===== src/rtl/core/assert_macros.svh =====
// Assertion macros shared by the RTL of the token decoder.
// Depends on nothing; files that check their own logic include it.
`ifndef ASSERT_MACROS_SVH
`define ASSERT_MACROS_SVH

// Concurrent check on the rising edge of clk, masked while rst is high.
`define ASSERT_CLK(label, prop, msg) \
  label: assert property (@(posedge clk) disable iff (rst) prop) else $error(msg);

// Implication check: when the antecedent holds, the consequent must hold in the following cycle.
`define ASSERT_NEXT(label, ante, cons, msg) \
  label: assert property (@(posedge clk) disable iff (rst) (ante) |=> (cons)) else $error(msg);

`endif


===== src/rtl/core/lzo_pkg.sv =====
// Types and constants of the LZO1X token decoder.
// Depends on nothing; imported by lzo1x_token_decoder.
package lzo_pkg;

  // Width of the length counter; lengths clamp at 2^LENGTH_BITS - 1, never above 24 bits.
  localparam int LENGTH_BITS = 24;
  localparam int RUN_W       = 24;
  localparam logic [RUN_W:0] LEN_CAP =
    (LENGTH_BITS >= RUN_W) ? {1'b0, {RUN_W{1'b1}}}
                           : (RUN_W+1)'((64'd1 << LENGTH_BITS) - 64'd1);

  // Result kinds.
  typedef enum logic [1:0] {
    KIND_LITERAL = 2'd0,
    KIND_COPY    = 2'd1,
    KIND_END     = 2'd2
  } kind_t;

  // How an opcode below 16 reads.
  typedef enum logic [1:0] {
    CTX_A = 2'd0,  // literal run (after a match with no trailing literals)
    CTX_B = 2'd1,  // three-byte match at distance 0x0801 and up
    CTX_C = 2'd2,  // two-byte match (after 1 to 3 trailing literals)
    CTX_X = 2'd3   // unused, reads as CTX_A
  } ctx_t;

  // Parser phase, one-hot.
  typedef enum logic [8:0] {
    PH_START   = 9'b000000001,
    PH_OPCODE  = 9'b000000010,
    PH_LITEXT  = 9'b000000100,
    PH_LIT     = 9'b000001000,
    PH_SHORTB  = 9'b000010000,
    PH_M1B     = 9'b000100000,
    PH_MLENEXT = 9'b001000000,
    PH_D0      = 9'b010000000,
    PH_D1      = 9'b100000000
  } phase_t;

  // One result transaction.
  typedef struct packed {
    kind_t            kind;
    logic [7:0]       literal_byte;
    logic [15:0]      copy_distance;
    logic [RUN_W-1:0] copy_length;
    logic             length_saturated;
  } res_t;

  // Saturating length sum.
  typedef struct packed {
    logic [RUN_W-1:0] val;
    logic             clamp;
  } sat_t;

  function automatic sat_t sat_add(input logic [RUN_W-1:0] a, input logic [8:0] b);
    logic [RUN_W:0] sum;
    sat_t           r;
    sum = {1'b0, a} + {{(RUN_W-8){1'b0}}, b};
    if (sum > LEN_CAP) begin
      r.val   = LEN_CAP[RUN_W-1:0];
      r.clamp = 1'b1;
    end else begin
      r.val   = sum[RUN_W-1:0];
      r.clamp = 1'b0;
    end
    return r;
  endfunction

endpackage


===== src/rtl/core/lzo1x_token_decoder.sv =====
// LZO1X token decoder: parses a compressed byte stream into literal and copy transactions.
// Depends on lzo_pkg and assert_macros.svh.
//
// Usage: the input channel (in_valid, in_ready, in_byte) takes one compressed byte per
// transaction. The output channel (out_valid, out_ready and the result ports) carries a
// literal byte (kind 0), a back-reference copy command (kind 1, copy_distance and
// copy_length) or the end of stream (kind 2). Most bytes produce one result; opcode,
// length-extension and first-distance bytes produce none.
// A result is registered in the output register, or in the skid stage while that one
// stalls. Throughput is one byte per cycle while the skid stage is empty: the whole token
// step is a single pass of logic between the parser registers and the output register.
// After the end-of-stream result the parser is back in its stream-start state, so a new
// stream can follow immediately.
// Reset (synchronous, rst high) returns the parser to stream start and empties the
// output register and the skid stage.
// When the receiver stalls, one more result is held in a skid stage; in_ready drops only
// while that stage is occupied, so bytes that produce no result and one extra result
// still flow during a stall.
`include "assert_macros.svh"

module lzo1x_token_decoder
  import lzo_pkg::*;
(
  input  logic             clk,
  input  logic             rst,
  input  logic             in_valid,
  output logic             in_ready,
  input  logic [7:0]       in_byte,
  output logic             out_valid,
  input  logic             out_ready,
  output logic [1:0]       kind,
  output logic [7:0]       literal_byte,
  output logic [15:0]      copy_distance,
  output logic [RUN_W-1:0] copy_length,
  output logic             length_saturated
);

  // Parser state.
  phase_t           phase, phase_next;
  ctx_t             ctx, ctx_next;
  logic [RUN_W-1:0] run_count, run_count_next;
  logic [7:0]       saved_opcode, saved_opcode_next;
  logic [7:0]       low_dist, low_dist_next;
  logic             sat_flag, sat_flag_next;

  // Result of the byte presented this cycle.
  logic             res_valid;
  res_t             res;

  // Output register and skid stage.
  res_t             out_res;
  res_t             skid_res;
  logic             skid_valid;

  logic             in_fire;
  logic             out_fire;

  // Shared helper controls for the opcode and after-match steps.
  logic             do_op;
  logic             do_am;
  logic [1:0]       am_t;
  sat_t             sum;
  logic [RUN_W-1:0] run_dec;
  logic [13:0]      q;
  logic [8:0]       lenext_add;

  assign in_ready = !skid_valid;
  assign in_fire  = in_valid && in_ready;
  assign out_fire = out_valid && out_ready;

  always_comb begin
    phase_next        = phase;
    ctx_next          = ctx;
    run_count_next    = run_count;
    saved_opcode_next = saved_opcode;
    low_dist_next     = low_dist;
    sat_flag_next     = sat_flag;
    res_valid         = 1'b0;
    res               = '0;
    do_op             = 1'b0;
    do_am             = 1'b0;
    am_t              = saved_opcode[1:0];
    q                 = {in_byte, low_dist[7:2]};
    run_dec           = (run_count != '0) ? run_count - RUN_W'(1) : run_count;
    // Length-extension addend: 255 for a zero byte, else base plus byte plus offset.
    if (in_byte == 8'd0) begin
      lenext_add = 9'd255;
    end else if (phase == PH_LITEXT) begin
      lenext_add = 9'd18 + {1'b0, in_byte};
    end else if (saved_opcode >= 8'd32) begin
      lenext_add = 9'd33 + {1'b0, in_byte};
    end else begin
      lenext_add = 9'd9 + {1'b0, in_byte};
    end
    sum = sat_add(run_count, lenext_add);

    case (phase)
      PH_OPCODE: begin
        do_op = 1'b1;
      end
      PH_LITEXT: begin
        run_count_next = sum.val;
        if (sum.clamp) begin
          sat_flag_next = 1'b1;
        end
        if (in_byte != 8'd0) begin
          ctx_next   = CTX_B;
          phase_next = PH_LIT;
        end
      end
      PH_LIT: begin
        run_count_next = run_dec;
        if (run_dec == '0) begin
          phase_next = PH_OPCODE;
        end
        res_valid            = 1'b1;
        res.kind             = KIND_LITERAL;
        res.literal_byte     = in_byte;
        res.length_saturated = sat_flag;
      end
      PH_SHORTB: begin
        res_valid = 1'b1;
        res.kind  = KIND_COPY;
        if (ctx == CTX_B) begin
          res.copy_distance = 16'h0801 + {10'd0, saved_opcode[7:2]} + {6'd0, in_byte, 2'b00};
          res.copy_length   = RUN_W'(3);
        end else begin
          res.copy_distance = 16'd1 + {10'd0, saved_opcode[7:2]} + {6'd0, in_byte, 2'b00};
          res.copy_length   = RUN_W'(2);
        end
        do_am = 1'b1;
      end
      PH_M1B: begin
        res_valid         = 1'b1;
        res.kind          = KIND_COPY;
        res.copy_distance = 16'd1 + {13'd0, saved_opcode[4:2]} + {5'd0, in_byte, 3'b000};
        res.copy_length   = {{(RUN_W-3){1'b0}}, saved_opcode[7:5]} + RUN_W'(1);
        do_am             = 1'b1;
      end
      PH_MLENEXT: begin
        run_count_next = sum.val;
        if (sum.clamp) begin
          sat_flag_next = 1'b1;
        end
        if (in_byte != 8'd0) begin
          phase_next = PH_D0;
        end
      end
      PH_D0: begin
        low_dist_next = in_byte;
        phase_next    = PH_D1;
      end
      PH_D1: begin
        res_valid = 1'b1;
        if (saved_opcode >= 8'd32) begin
          res.kind             = KIND_COPY;
          res.copy_distance    = 16'd1 + {2'b00, q};
          res.copy_length      = run_count;
          res.length_saturated = sat_flag;
          am_t                 = low_dist[1:0];
          do_am                = 1'b1;
        end else if (!saved_opcode[3] && q == '0) begin
          // End-of-stream marker: everything returns to its reset value.
          res.kind          = KIND_END;
          phase_next        = PH_START;
          ctx_next          = CTX_A;
          run_count_next    = '0;
          saved_opcode_next = '0;
          low_dist_next     = '0;
          sat_flag_next     = 1'b0;
        end else begin
          res.kind             = KIND_COPY;
          res.copy_distance    = {1'b0, saved_opcode[3], q} + 16'h4000;
          res.copy_length      = run_count;
          res.length_saturated = sat_flag;
          am_t                 = low_dist[1:0];
          do_am                = 1'b1;
        end
      end
      default: begin
        // Stream start, and any phase code without meaning.
        ctx_next = CTX_A;
        if (in_byte > 8'd17) begin
          sat_flag_next  = 1'b0;
          run_count_next = RUN_W'(in_byte - 8'd17);
          ctx_next       = (in_byte < 8'd21) ? CTX_C : CTX_B;
          phase_next     = PH_LIT;
        end else begin
          do_op = 1'b1;
        end
      end
    endcase

    if (do_op) begin
      sat_flag_next     = 1'b0;
      saved_opcode_next = in_byte;
      if (in_byte >= 8'd64) begin
        phase_next = PH_M1B;
      end else if (in_byte >= 8'd16) begin
        if ((in_byte >= 8'd32 && in_byte[4:0] == 5'd0) ||
            (in_byte < 8'd32 && in_byte[2:0] == 3'd0)) begin
          run_count_next = '0;
          phase_next     = PH_MLENEXT;
        end else begin
          run_count_next = (in_byte >= 8'd32)
                           ? {{(RUN_W-5){1'b0}}, in_byte[4:0]} + RUN_W'(2)
                           : {{(RUN_W-3){1'b0}}, in_byte[2:0]} + RUN_W'(2);
          phase_next     = PH_D0;
        end
      end else if (ctx_next == CTX_B || ctx_next == CTX_C) begin
        phase_next = PH_SHORTB;
      end else if (in_byte == 8'd0) begin
        run_count_next = '0;
        phase_next     = PH_LITEXT;
      end else begin
        run_count_next = {{(RUN_W-8){1'b0}}, in_byte} + RUN_W'(3);
        ctx_next       = CTX_B;
        phase_next     = PH_LIT;
      end
    end

    // After a match: trailing literals open a short run, none means an opcode follows.
    if (do_am) begin
      if (am_t == 2'd0) begin
        ctx_next   = CTX_A;
        phase_next = PH_OPCODE;
      end else begin
        sat_flag_next  = 1'b0;
        run_count_next = {{(RUN_W-2){1'b0}}, am_t};
        ctx_next       = CTX_C;
        phase_next     = PH_LIT;
      end
    end
  end

  // Parser registers advance only on an accepted input transaction.
  always_ff @(posedge clk) begin
    if (rst) begin
      phase        <= PH_START;
      ctx          <= CTX_A;
      run_count    <= '0;
      saved_opcode <= '0;
      low_dist     <= '0;
      sat_flag     <= 1'b0;
    end else if (in_fire) begin
      phase        <= phase_next;
      ctx          <= ctx_next;
      run_count    <= run_count_next;
      saved_opcode <= saved_opcode_next;
      low_dist     <= low_dist_next;
      sat_flag     <= sat_flag_next;
    end
  end

  // Output register with a one-entry skid stage behind it.
  always_ff @(posedge clk) begin
    if (rst) begin
      out_valid  <= 1'b0;
      skid_valid <= 1'b0;
    end else if (!out_valid || out_fire) begin
      if (skid_valid) begin
        out_valid  <= 1'b1;
        skid_valid <= 1'b0;
      end else begin
        out_valid <= in_fire && res_valid;
      end
    end else if (in_fire && res_valid) begin
      skid_valid <= 1'b1;
    end
  end

  always_ff @(posedge clk) begin
    if (!out_valid || out_fire) begin
      if (skid_valid) begin
        out_res <= skid_res;
      end else begin
        out_res <= res;
      end
    end else if (in_fire && res_valid) begin
      skid_res <= res;
    end
  end

  assign kind             = out_res.kind;
  assign literal_byte     = out_res.literal_byte;
  assign copy_distance    = out_res.copy_distance;
  assign copy_length      = out_res.copy_length;
  assign length_saturated = out_res.length_saturated;

  // The skid stage is only filled behind a stalled output register.
  `ASSERT_CLK(a_skid_behind_out, skid_valid |-> out_valid,
              "skid stage holds a result while the output register is empty")
  // A literal run always carries the match context that follows it.
  `ASSERT_CLK(a_lit_ctx, (phase == PH_LIT) |-> (ctx == CTX_B || ctx == CTX_C),
              "literal run with a literal-run context")
  // Lengths never exceed the clamp value.
  `ASSERT_CLK(a_run_cap, ({1'b0, run_count} <= LEN_CAP),
              "length counter above its clamp value")
  // End of stream returns the parser to stream start.
  `ASSERT_NEXT(a_end_restart, in_fire && res_valid && res.kind == KIND_END,
               phase == PH_START && run_count == '0 && !sat_flag,
               "parser not back at stream start after end of stream")

endmodule


===== config.mk =====
export PLATFORM = sky130hd
export DESIGN_NAME = lzo1x_token_decoder
export DESIGN_NICKNAME = d
export VERILOG_FILES = /design/src/rtl/core/lzo_pkg.sv /design/src/rtl/core/lzo1x_token_decoder.sv
export VERILOG_INCLUDE_DIRS = /design/src /design/src/rtl/core
export SDC_FILE = /design/constraint.sdc
export NUM_CORES = 1
export LEC_CHECK = 0
export ABC_AREA = 1
export BUFFER_PORTS_ARGS = -buffer_cell sky130_fd_sc_hd__buf_2
export CORE_MARGIN = 2
export CORE_UTILIZATION = 45
export DETAILED_ROUTE_END_ITERATION = 7
export SYNTH_ARGS = -nofsm -noshare
export SYNTH_HDL_FRONTEND = slang
export SYNTH_SLANG_ARGS = --single-unit

===== constraint.sdc =====
create_clock -name clk -period 6.8 [get_ports clk]
set_clock_uncertainty 0.1 [all_clocks]
set_input_delay 0 -clock clk [delete_from_list [all_inputs] [get_ports clk]]
set_output_delay 0 -clock clk [all_outputs]
set_load 0.05 [all_outputs]

## After elaboration in Yosys (flattened, before gate mapping)

Index checks and enable logic that the tools add are counted.

- Add/sub/neg operators: 18
- $lt $le $gt $ge: 8
- Equality and inequality tests: 20
- Mux-type cells: 79
- Bitwise gates (word level): 1
- Reduce and logical (&&, ||, !) cells: 37

Operator list:

| cell | count |
|---|---|
| 24-bit two-way mux | 10 |
| 9-bit two-way mux | 14 |
| 40-bit one-hot mux with 3 select lines | 1 |
| 24-bit one-hot mux with 4 select lines | 1 |
| 41-bit two-way mux | 2 |
| 9-bit one-hot mux with 6 select lines | 1 |
| 51-bit two-way mux | 1 |
| 8-bit two-way mux | 6 |
| 38-bit two-way mux | 1 |
| 2-bit two-way mux | 17 |
| 24-bit by 9-bit adder with 25-bit output | 1 |
| 25-bit by 24-bit > comparator with 1-bit output, second input constant | 1 |
| 25-bit two-way mux | 1 |
| 24-bit logical NOT | 1 |
| 24-bit nonzero test | 1 |
| 24-bit by 1-bit subtractor with 24-bit output, second input constant | 1 |
| 15-bit by 15-bit adder with 16-bit output, second input constant | 1 |
| 8-bit by 6-bit >= comparator with 1-bit output, second input constant | 2 |
| 4-bit inequality test, second input constant | 4 |
| 8-bit one-hot mux with 2 select lines | 1 |
| 8-bit nonzero test | 2 |
| 1-bit by 14-bit adder with 15-bit output, first input constant | 1 |
| 13-bit by 10-bit adder with 14-bit output | 1 |
| 14-bit logical NOT | 1 |
| other kinds (57) | 90 |

- Register bits after elaboration: 156
- Bits of input ports: 12

## Depth between registers and ports, before layout

Gate-level depths: netlist of run 1.

- Word-level depth: 14
- Depth in mapped cells: 26
- Mapped depth without buffers: 25

## Worst setup path after synthesis of run 1

OpenSTA, ideal clock, no wires.

- Path type: reg2reg
- From: register out_valid
- To: register skid_res[0] (netlist name), enable pin
- Library setup time: 0.460 ns
- Data arrival time: 4.224 ns
- Data required time: 6.240 ns
- Slack: 2.016 ns
- Stages on the path, launching flop included: 3
- Path buffers: 0
- Clock period less this slack: 4.784 ns
- Cell sequence: dfxtp_1 nand2_1 nor2_1

- Longest elaborated chain between the ends: 4

Ends and longest elaborated chain:

| element | RTL line | RTL |
|---|---|---|
| start: declaration | lzo1x_token_decoder.sv:29 | `output logic out_valid,` |
| start signal: assignment | lzo1x_token_decoder.sv:265 | `out_valid <= in_fire && res_valid;` |
| 1-bit logical NOT / 1-bit logical AND (equally long branches) | lzo1x_token_decoder.sv:273, lzo1x_token_decoder.sv:69 |  |
| 1-bit logical OR * | lzo1x_token_decoder.sv:273 | `if (!out_valid \|\| out_fire) begin` |
| 1-bit inverter (no line) * | n/a |  |
| 2-bit AND reduction (no line) * | n/a |  |
| end signal: assignment | lzo1x_token_decoder.sv:280 | `skid_res <= res;` |
| end: declaration | lzo1x_token_decoder.sv:52 | `res_t skid_res;` |

Every way passes the cells marked *; elsewhere a longest branch is shown, timed or not.
A chain may end at the register's enable or synchronous reset.

## Worst setup path after layout of run 1

- From: register saved_opcode[5]
- To: register run_count[8]

- Longest elaborated chain between the ends: 14

Ends and longest elaborated chain:

| element | RTL line | RTL |
|---|---|---|
| start: declaration | lzo1x_token_decoder.sv:42 | `logic [7:0] saved_opcode, saved_opcode_next;` |
| start signal: assignment | lzo1x_token_decoder.sv:249 | `saved_opcode <= saved_opcode_next;` |
| 8-bit by 6-bit >= comparator with 1-bit output * | lzo1x_token_decoder.sv:90, lzo1x_token_decoder.sv:155 |  |
| 9-bit two-way mux | lzo1x_token_decoder.sv:90 | `end else if (saved_opcode >= 8'd32) begin` |
| 9-bit two-way mux | lzo1x_token_decoder.sv:88 | `end else if (phase == PH_LITEXT) begin` |
| 9-bit two-way mux | lzo1x_token_decoder.sv:86 | `if (in_byte == 8'd0) begin` |
| 24-bit by 9-bit adder with 25-bit output | lzo_pkg.sv:58 | `sum = {1'b0, a} + {{(RUN_W-8){1'b0}}, b};` |
| 25-bit by 24-bit > comparator with 1-bit output | lzo_pkg.sv:59 | `if (sum > LEN_CAP) begin` |
| 25-bit two-way mux | lzo_pkg.sv:59 |  |
| 24-bit one-hot mux with 4 select lines | lzo1x_token_decoder.sv:97 | `case (phase)` |
| 24-bit two-way mux | lzo1x_token_decoder.sv:210 | `end else if (ctx_next == CTX_B \|\| ctx_next == CTX_C) begin` |
| 24-bit two-way mux | lzo1x_token_decoder.sv:199 | `end else if (in_byte >= 8'd16) begin` |
| 24-bit two-way mux | lzo1x_token_decoder.sv:197 | `if (in_byte >= 8'd64) begin` |
| 24-bit two-way mux | lzo1x_token_decoder.sv:194 | `if (do_op) begin` |
| 24-bit two-way mux | lzo1x_token_decoder.sv:224 | `if (am_t == 2'd0) begin` |
| 24-bit two-way mux * | lzo1x_token_decoder.sv:223 | `if (do_am) begin` |
| end signal: assignment | lzo1x_token_decoder.sv:248 | `run_count <= run_count_next;` |
| end: declaration | lzo1x_token_decoder.sv:41 | `logic [RUN_W-1:0] run_count, run_count_next;` |

Marked as above.

==> impl_metrics.env, run 1 <==
export IMPL_muxShareOfSynthArea_pct=0.938
export IMPL_grt_pass1_vias=9820
export IMPL_ys_seq_area_share_pct=38.3
export IMPL_critPathTopFamily="simple AND/OR/NAND/NOR gates"
export IMPL_worstSetupStartpointType="flop"
export IMPL_async_reset_ff_share_pct=0
export IMPL_required_ns=7.06
export IMPL_power_leakage_nw=5.35
export IMPL_slew_headroom_pct=30.7
export IMPL_ys_flop_type="edfxtp_1"
export IMPL_synthTopCellsByArea="edfxtp_1 28%, nand2_1 15%, dfxtp_1 10%"
export IMPL_critPathCaptureType="flop"
export IMPL_synth_xor_xnor_area_share_pct=2.11
export IMPL_port_buffers=64
export IMPL_rows=56
export IMPL_hold_viol=0
export IMPL_fillCellCount=2376
export IMPL_grt_pass1_wl_um=59200
export IMPL_rsz0062_at_grt="false"
export IMPL_drc=4
export IMPL_regArea_um2=4150
export IMPL_tns_ns=0
export IMPL_drtPass1Iterations=8
export IMPL_gp_congestion=0.985
export IMPL_yosysTopAreaCell="edfxtp_1"
export IMPL_cts_repair_resized=0
export IMPL_drive_above_1_share_pct=11.3
export IMPL_status="finished, violations left"
export IMPL_start_util_pct=45.9
export IMPL_synth_simple_area_share_pct=34.7
export IMPL_fp_dieH_um=159
export IMPL_drt_iter0_drc=1410
export IMPL_synth_seq_cells=156
export IMPL_clockBufferDepth=2
export IMPL_grt_usage_pct=30.2
export IMPL_synth_top_cell_area_share_pct=28.3
export IMPL_area_delta_synth_final_pct=11.7
export IMPL_synth_cell_types=53
export IMPL_viasPerCell=5.79
export IMPL_slowest_stage="nor2_2"
export IMPL_grt_max_degree=55
export IMPL_avgSynthCellArea_um2=7.12
export IMPL_drt_wl_total_um=38300
export IMPL_ant_nets=0
export IMPL_root_buffer="clkbuf_16"
export IMPL_synth_compound_area_share_pct=12.9
export IMPL_cellPowerDensity_nw_per_um2=233
export IMPL_h_tree_depth=4
export IMPL_die_width_um=159
export IMPL_cts_tree="built"
export IMPL_hold_path_class="in -> reg"
export IMPL_pin_count=65
export IMPL_synth_edf_count=102
export IMPL_violations="DRC"
export IMPL_crit_buf_inv=3
export IMPL_cap_violations=0
export IMPL_setup_ws_ns=1.84
export IMPL_cts_sink_count=156
export IMPL_antenna_found_initial=1
export IMPL_period_share_pct=72.9
export IMPL_fin_crit_ns=4.96
export IMPL_setup_violations=0
export IMPL_peakVddDrop_mv=0.160
export IMPL_power_total_mw=2.81
export IMPL_fmax_mhz=202
export IMPL_die_area_um2=25300
export IMPL_multi_input_area_um2=5890
export IMPL_wl_per_cell_um=20.3
export IMPL_synth_top_family_by_area="simple AND/OR/NAND/NOR gates"
export IMPL_synth_nets=1562
export IMPL_worstPathMaxFanout=11
export IMPL_core_area_um2=23500
export IMPL_cpMostUsedCell="nand2_1"
export IMPL_dp_slack_ns=1.95
export IMPL_numCtsBuffers=17
export IMPL_tightest_slew_ns=1.04
export IMPL_clk_latency_ns=0.43
export IMPL_diodes=0
export IMPL_cp_slowest_stage_delay_ns=0.52
export IMPL_netlist_area_um2=10800
export IMPL_worst_setup_path_type="reg -> reg"
export IMPL_drv_slew=0
export IMPL_clk_pin_slew_ns=0.08
export IMPL_synthAdderAreaFrac_pct=3.77
export IMPL_hold_ws_ns=0.0702
export IMPL_syn_inst=1518
export IMPL_vias=10900
export IMPL_crit_arrival_ns=5.22
export IMPL_synth_warnings=0
export IMPL_num_nets_final=1602
export IMPL_globalRouteOverflowTotal=0
export IMPL_post_dp_hpwl_um=27500
sequential cells by signal, summed over array words and instances, names as in the netlist, 2 cells and up:
register and cells:
kind 2, low_dist 8, copy_distance 16, literal_byte 8, copy_length 24, phase 9
saved_opcode 8, skid_res 51, ctx 2, run_count 24
metal layers:
layer | global-route usage (%) | share of wire (%) | wire length, um | vias to the layer above
li1 | - | - | - | 5168
met1 | 47.2 | 47 | 17900 | 5088
met2 | 41.9 | 40 | 15400 | 615
met3 | 6.54 | 11 | 4300 | 58
met4 | 7.11 | 1.7 | 661 | 0
met5 | 0 | 0 | 0 | -
worst reg2reg max path, cell delays in order, from the launching register on:
cell and delay [ns]:
dfxtp_1 0.39, nor3_4 0.42, inv_1 0.30, nor2_1 0.21, inv_1 0.07, nand2_1 0.11, nor2_1 0.06, o21ai_0 0.21
nor2_1 0.09, o211ai_1 0.18, nand2_1 0.09, xor2_1 0.14, nand2_1 0.11, ha_1 0.35, nand2_1 0.08, o21ai_0 0.16
a21oi_1 0.08, nand2_1 0.19, nand3_1 0.38, nor2_2 0.52, inv_2 0.20, o2111ai_1 0.16, nand2_1 0.07, nand2_1 0.06
nand2_1 0.05, a21oi_1 0.12
path summary, 6_finish.rpt:
check / startpoint / end / slack (ns) / depth (start not counted)
max: saved_opcode[5] / run_count[8] / 1.84 / 25
min: rst / phase[8] / 0.07 / 3
max reg2reg: saved_opcode[5] / run_count[8] / 1.84 / 25
min reg2reg: saved_opcode[1] / saved_opcode[1] / 0.36 / 2
metrics by stage:
step	instances	util (%)	area, um2
2_1_floorplan	1518	-	10800
3_3_place_gp	1849	48.2	11300
3_5_place_dp	1849	48.2	11300
4_1_cts	1889	51.3	12100
5_1_grt	1889	51.3	12100
6_report	1889	51.3	12100
cell type report:
class | instances | area share, %
Multi-Input combinational cell | 1166 | 48.8
Inverter | 135 | 4.22
Sequential cell | 156 | 34.3
Clock buffer | 17 | 3.52
Tap cell | 319 | 3.30
Timing Repair Buffer | 82 | 3.96
Clock inverter | 14 | 1.89
logic make-up after synthesis:
family | count (synthesis)
and+or+nand+nor | 859
AOI/OAI and AO/OA | 240
buffers and inverters | 196
DFF | 156
adders and majority gates | 32
xor gates and xnor gates | 26
muxes | 9
power breakdown:
group	internal, mW	switching, mW	total (mW)
clock network	0.634	0.469	1.10
registers	1.03	0.0397	1.07
logic	0.176	0.465	0.641
total	1.84	0.973	2.81
cells in the mapped netlist (all sizes together) (2+ instances only):
master   number
nand3b        4
nor4          5
a311oi        3
xnor2         3
nand3       114
a21oi        98
mux2          9
a21boi        3
nand4        36
or2           6
o221ai        7
nand2       457
clkbuf       31
o21ai        79
clkinv        7
o22ai         2
nor2        211
nor3         24
a211oi       10
o31ai         2
edfxtp      102
buf          30
xor2         23
a31oi         4
ha           31
inv         128
o211ai       16
o2111ai      10
dfxtp        54
o311ai        2
layout by cell type, fill, tap and decap left out, types with 10 or more instances in the layout:
cell,count
o211ai_1,16
nand2_1,443
edfxtp_1,102
nor2_1,189
xor2_1,23
inv_2,14
nor2_2,13
buf_2,64
clkbuf_16,17
o21ai_0,74
nand4_1,35
dfxtp_1,53
inv_1,113
nand3_1,111
o2111ai_1,10
nor3_1,23
ha_1,31
a21oi_1,98
a211oi_1,10
timing repair:
item                                   in CTS  in global routing
hold buffers                                9                  0
endpoints found under the hold margin      17                  0
buffers inserted                            0                  0
Note: power is estimated with default switching activity, not from simulation.
==> run 2: changes to the inputs <==
==> constraint.sdc (replaced) <==
create_clock -name clk -period 4.73 [get_ports clk]
set_clock_uncertainty 0.1 [all_clocks]
set_input_delay 0 -clock clk [delete_from_list [all_inputs] [get_ports clk]]
set_output_delay 0 -clock clk [all_outputs]
set_load 0.05 [all_outputs]
==> run 2 against run 1 <==
Effect of this change: largest cell class unchanged; sequential power rose by 43%; largest power group is now registers; highest routed layer unchanged; sequential cell count unchanged; final cell count increased by 1.1%; the run now ends clean.
==> impl_metrics.env, run 2 (synthesized netlist as in run 1, its figures left out) <==
export IMPL_status="completed"
export IMPL_min_path_cells=3
export IMPL_vias=10900
export IMPL_gp_congestion=0.955
export IMPL_final_cells=1909
export IMPL_stdcell_area_um2=12200
export IMPL_dp_slack_ns=0.369
export IMPL_h_tree_depth=4
export IMPL_slowest_stage="dfxtp_1"
export IMPL_met1_usage_pct=42.7
export IMPL_diodes=0
export IMPL_drt_iter0_drc=1407
export IMPL_globalRouteOverflowTotal=0
export IMPL_critPathCaptureType="flop"
export IMPL_start_util_pct=45.9
export IMPL_required_ns=4.93
export IMPL_hold_viol=0
export IMPL_grt_pass1_wl_um=58100
export IMPL_seqPwrFrac_pct=39.1
export IMPL_cts_tree="built"
export IMPL_clk_pin_slew_ns=0.08
export IMPL_numCtsBuffers=17
export IMPL_num_nets_final=1622
export IMPL_place_area_um2=11500
export IMPL_met3_usage_pct=8.96
export IMPL_post_dp_hpwl_um=26700
export IMPL_reg2regPathDepth=24
export IMPL_peakVddDrop_mv=0.238
export IMPL_slew_headroom_pct=30.1
export IMPL_tightest_slew_ns=1.05
export IMPL_top_usage_layer="met1"
export IMPL_power_leakage_nw=5.41
export IMPL_worstPathCellList="nor3_4 -> inv_1 -> nor2_1 -> inv_1 -> nand2_1 -> nor2_1 -> o21ai_0 -> nor2_1 -> o211ai_1 -> nand2_1 -> xor2_1 -> nand2_1 -> ha_1 -> a21oi_1 -> o21ai_0 -> a21oi_1 -> nand2_1 -> nand3_1 -> buf_4 -> o21ai_0 -> nand2_1 -> o311ai_0 -> nand4_1 -> a21oi_1"
export IMPL_p_sw_mw=1.38
export IMPL_drv_slew=0
export IMPL_setup_violations=0
export IMPL_fillCellCount=2364
export IMPL_grt_pass1_vias=10100
export IMPL_tns_ns=0
export IMPL_largest_reg_flops=51
export IMPL_pwr_share_clk_pct=37.1
export IMPL_fp_dieH_um=159
export IMPL_hold_ws_ns=0.0620
export IMPL_worstSetupStartpointType="flop"
export IMPL_port_buffers=64
export IMPL_p_comb_share_pct=23.8
export IMPL_dp_cells=1868
export IMPL_pin_count=65
export IMPL_cpMostUsedCell="nand2_1"
export IMPL_internal_power_mw=2.54
export IMPL_antenna_found_initial=0
export IMPL_setup_ws_ns=0.534
export IMPL_area_delta_synth_final_pct=12.7
export IMPL_drive_above_1_share_pct=12.4
export IMPL_root_buffer="clkbuf_16"
export IMPL_regMostFlops="skid_res"
export IMPL_power_total_mw=3.92
export IMPL_rsz0062_at_grt="false"
export IMPL_die_area_um2=25300
export IMPL_fmax_mhz=238
export IMPL_period_share_pct=88.7
export IMPL_fin_util_pct=51.7
export IMPL_fin_crit_ns=4.20
export IMPL_clockBufferDepth=2
export IMPL_worst_setup_path_type="reg -> reg"
export IMPL_layout_common_cells="443 x nand2_1, 189 x nor2_1, 113 x inv_1"
export IMPL_clk_latency_ns=0.44
export IMPL_core_area_um2=23500
export IMPL_cts_sink_count=156
export IMPL_drc=0
export IMPL_crit_arrival_ns=4.39
export IMPL_wl_per_cell_um=19.6
export IMPL_final_common_cell="nand2_1"
export IMPL_rows=56
export IMPL_swShare_pct=35.2
export IMPL_cp_slowest_stage_delay_ns=0.39
export IMPL_cap_violations=0
export IMPL_grtUsageMet2_pct=42.1
export IMPL_viasPerCell=5.73
export IMPL_drtPass1Iterations=6
export IMPL_grt_usage_pct=29.4
export IMPL_cts_repair_resized=0
export IMPL_ant_nets=0
export IMPL_grt_max_degree=55
export IMPL_die_width_um=159
export IMPL_worstPathMaxFanout=8
export IMPL_hold_path_class="in -> reg"
export IMPL_drt_wl_total_um=37500
export IMPL_cellPowerDensity_nw_per_um2=322
run 2: cell types whose count changed in the layout (fill, tap and decap cells not counted):
cell | before | now
inv_6 | 3 | 4
inv_8 | 5 | 3
bufinv_16 | 4 | 2
clkinvlp_4 | 0 | 3
buf_4 | 9 | 29
run 2: power by group through the flow:
| stage | sequential [mW] | combinational, mW | clock (mW) |
|---|---|---|---|
| detailed placement | 1.56 | 0.890 | 0 |
| global placement | 1.56 | 0.896 | 0 |
| finish | 1.53 | 0.932 | 1.45 |
| floorplan | 1.59 | 0.603 | 0 |
| global route | 1.54 | 1.01 | 1.53 |
| CTS | 1.53 | 0.901 | 1.47 |
run 2: cell type report:
| cell class | instances | area (um2) | area share [%] |
|---|---|---|---|
| clock buffers | 17 | 425 | 3.49 |
| flip-flops and latches | 156 | 4150 | 34.0 |
| clock inverters | 14 | 176 | 1.45 |
| multi-input cells | 1166 | 5890 | 48.4 |
| repair buffers | 102 | 628 | 5.16 |
| inverters | 135 | 509 | 4.18 |
| well taps | 319 | 399 | 3.28 |
run 2: repair_timing:
item,CTS,global route
buffers inserted,0,1
hold buffers,9,0
hold endpoints to repair,17,0
setup endpoints to repair,0,5
run 2: final timing paths:
path,start,endpoint,slack (ns)
worst max-delay path,saved_opcode[5],run_count[6],0.53
worst min-delay path,rst,phase[8],0.06
worst max register to register,saved_opcode[5],run_count[6],0.53
worst min register to register,saved_opcode[0],saved_opcode[0],0.36
run 2: metal layers:
metal	part of all wire [%]	vias up
li1	-	5220
met5	0	-
met4	2.5	0
met1	44	5007
met3	12	73
met2	41	637
run 2: critical path, delay by kind of cell (launching register included):
family,cells,cell delay [ns]
AOI/OAI and AO/OA,8,1.30
xor gates and xnor gates,1,0.14
buffers and inverters,3,0.40
and+or+nand+nor,11,1.41
DFF,1,0.39
adders and majority gates,1,0.31
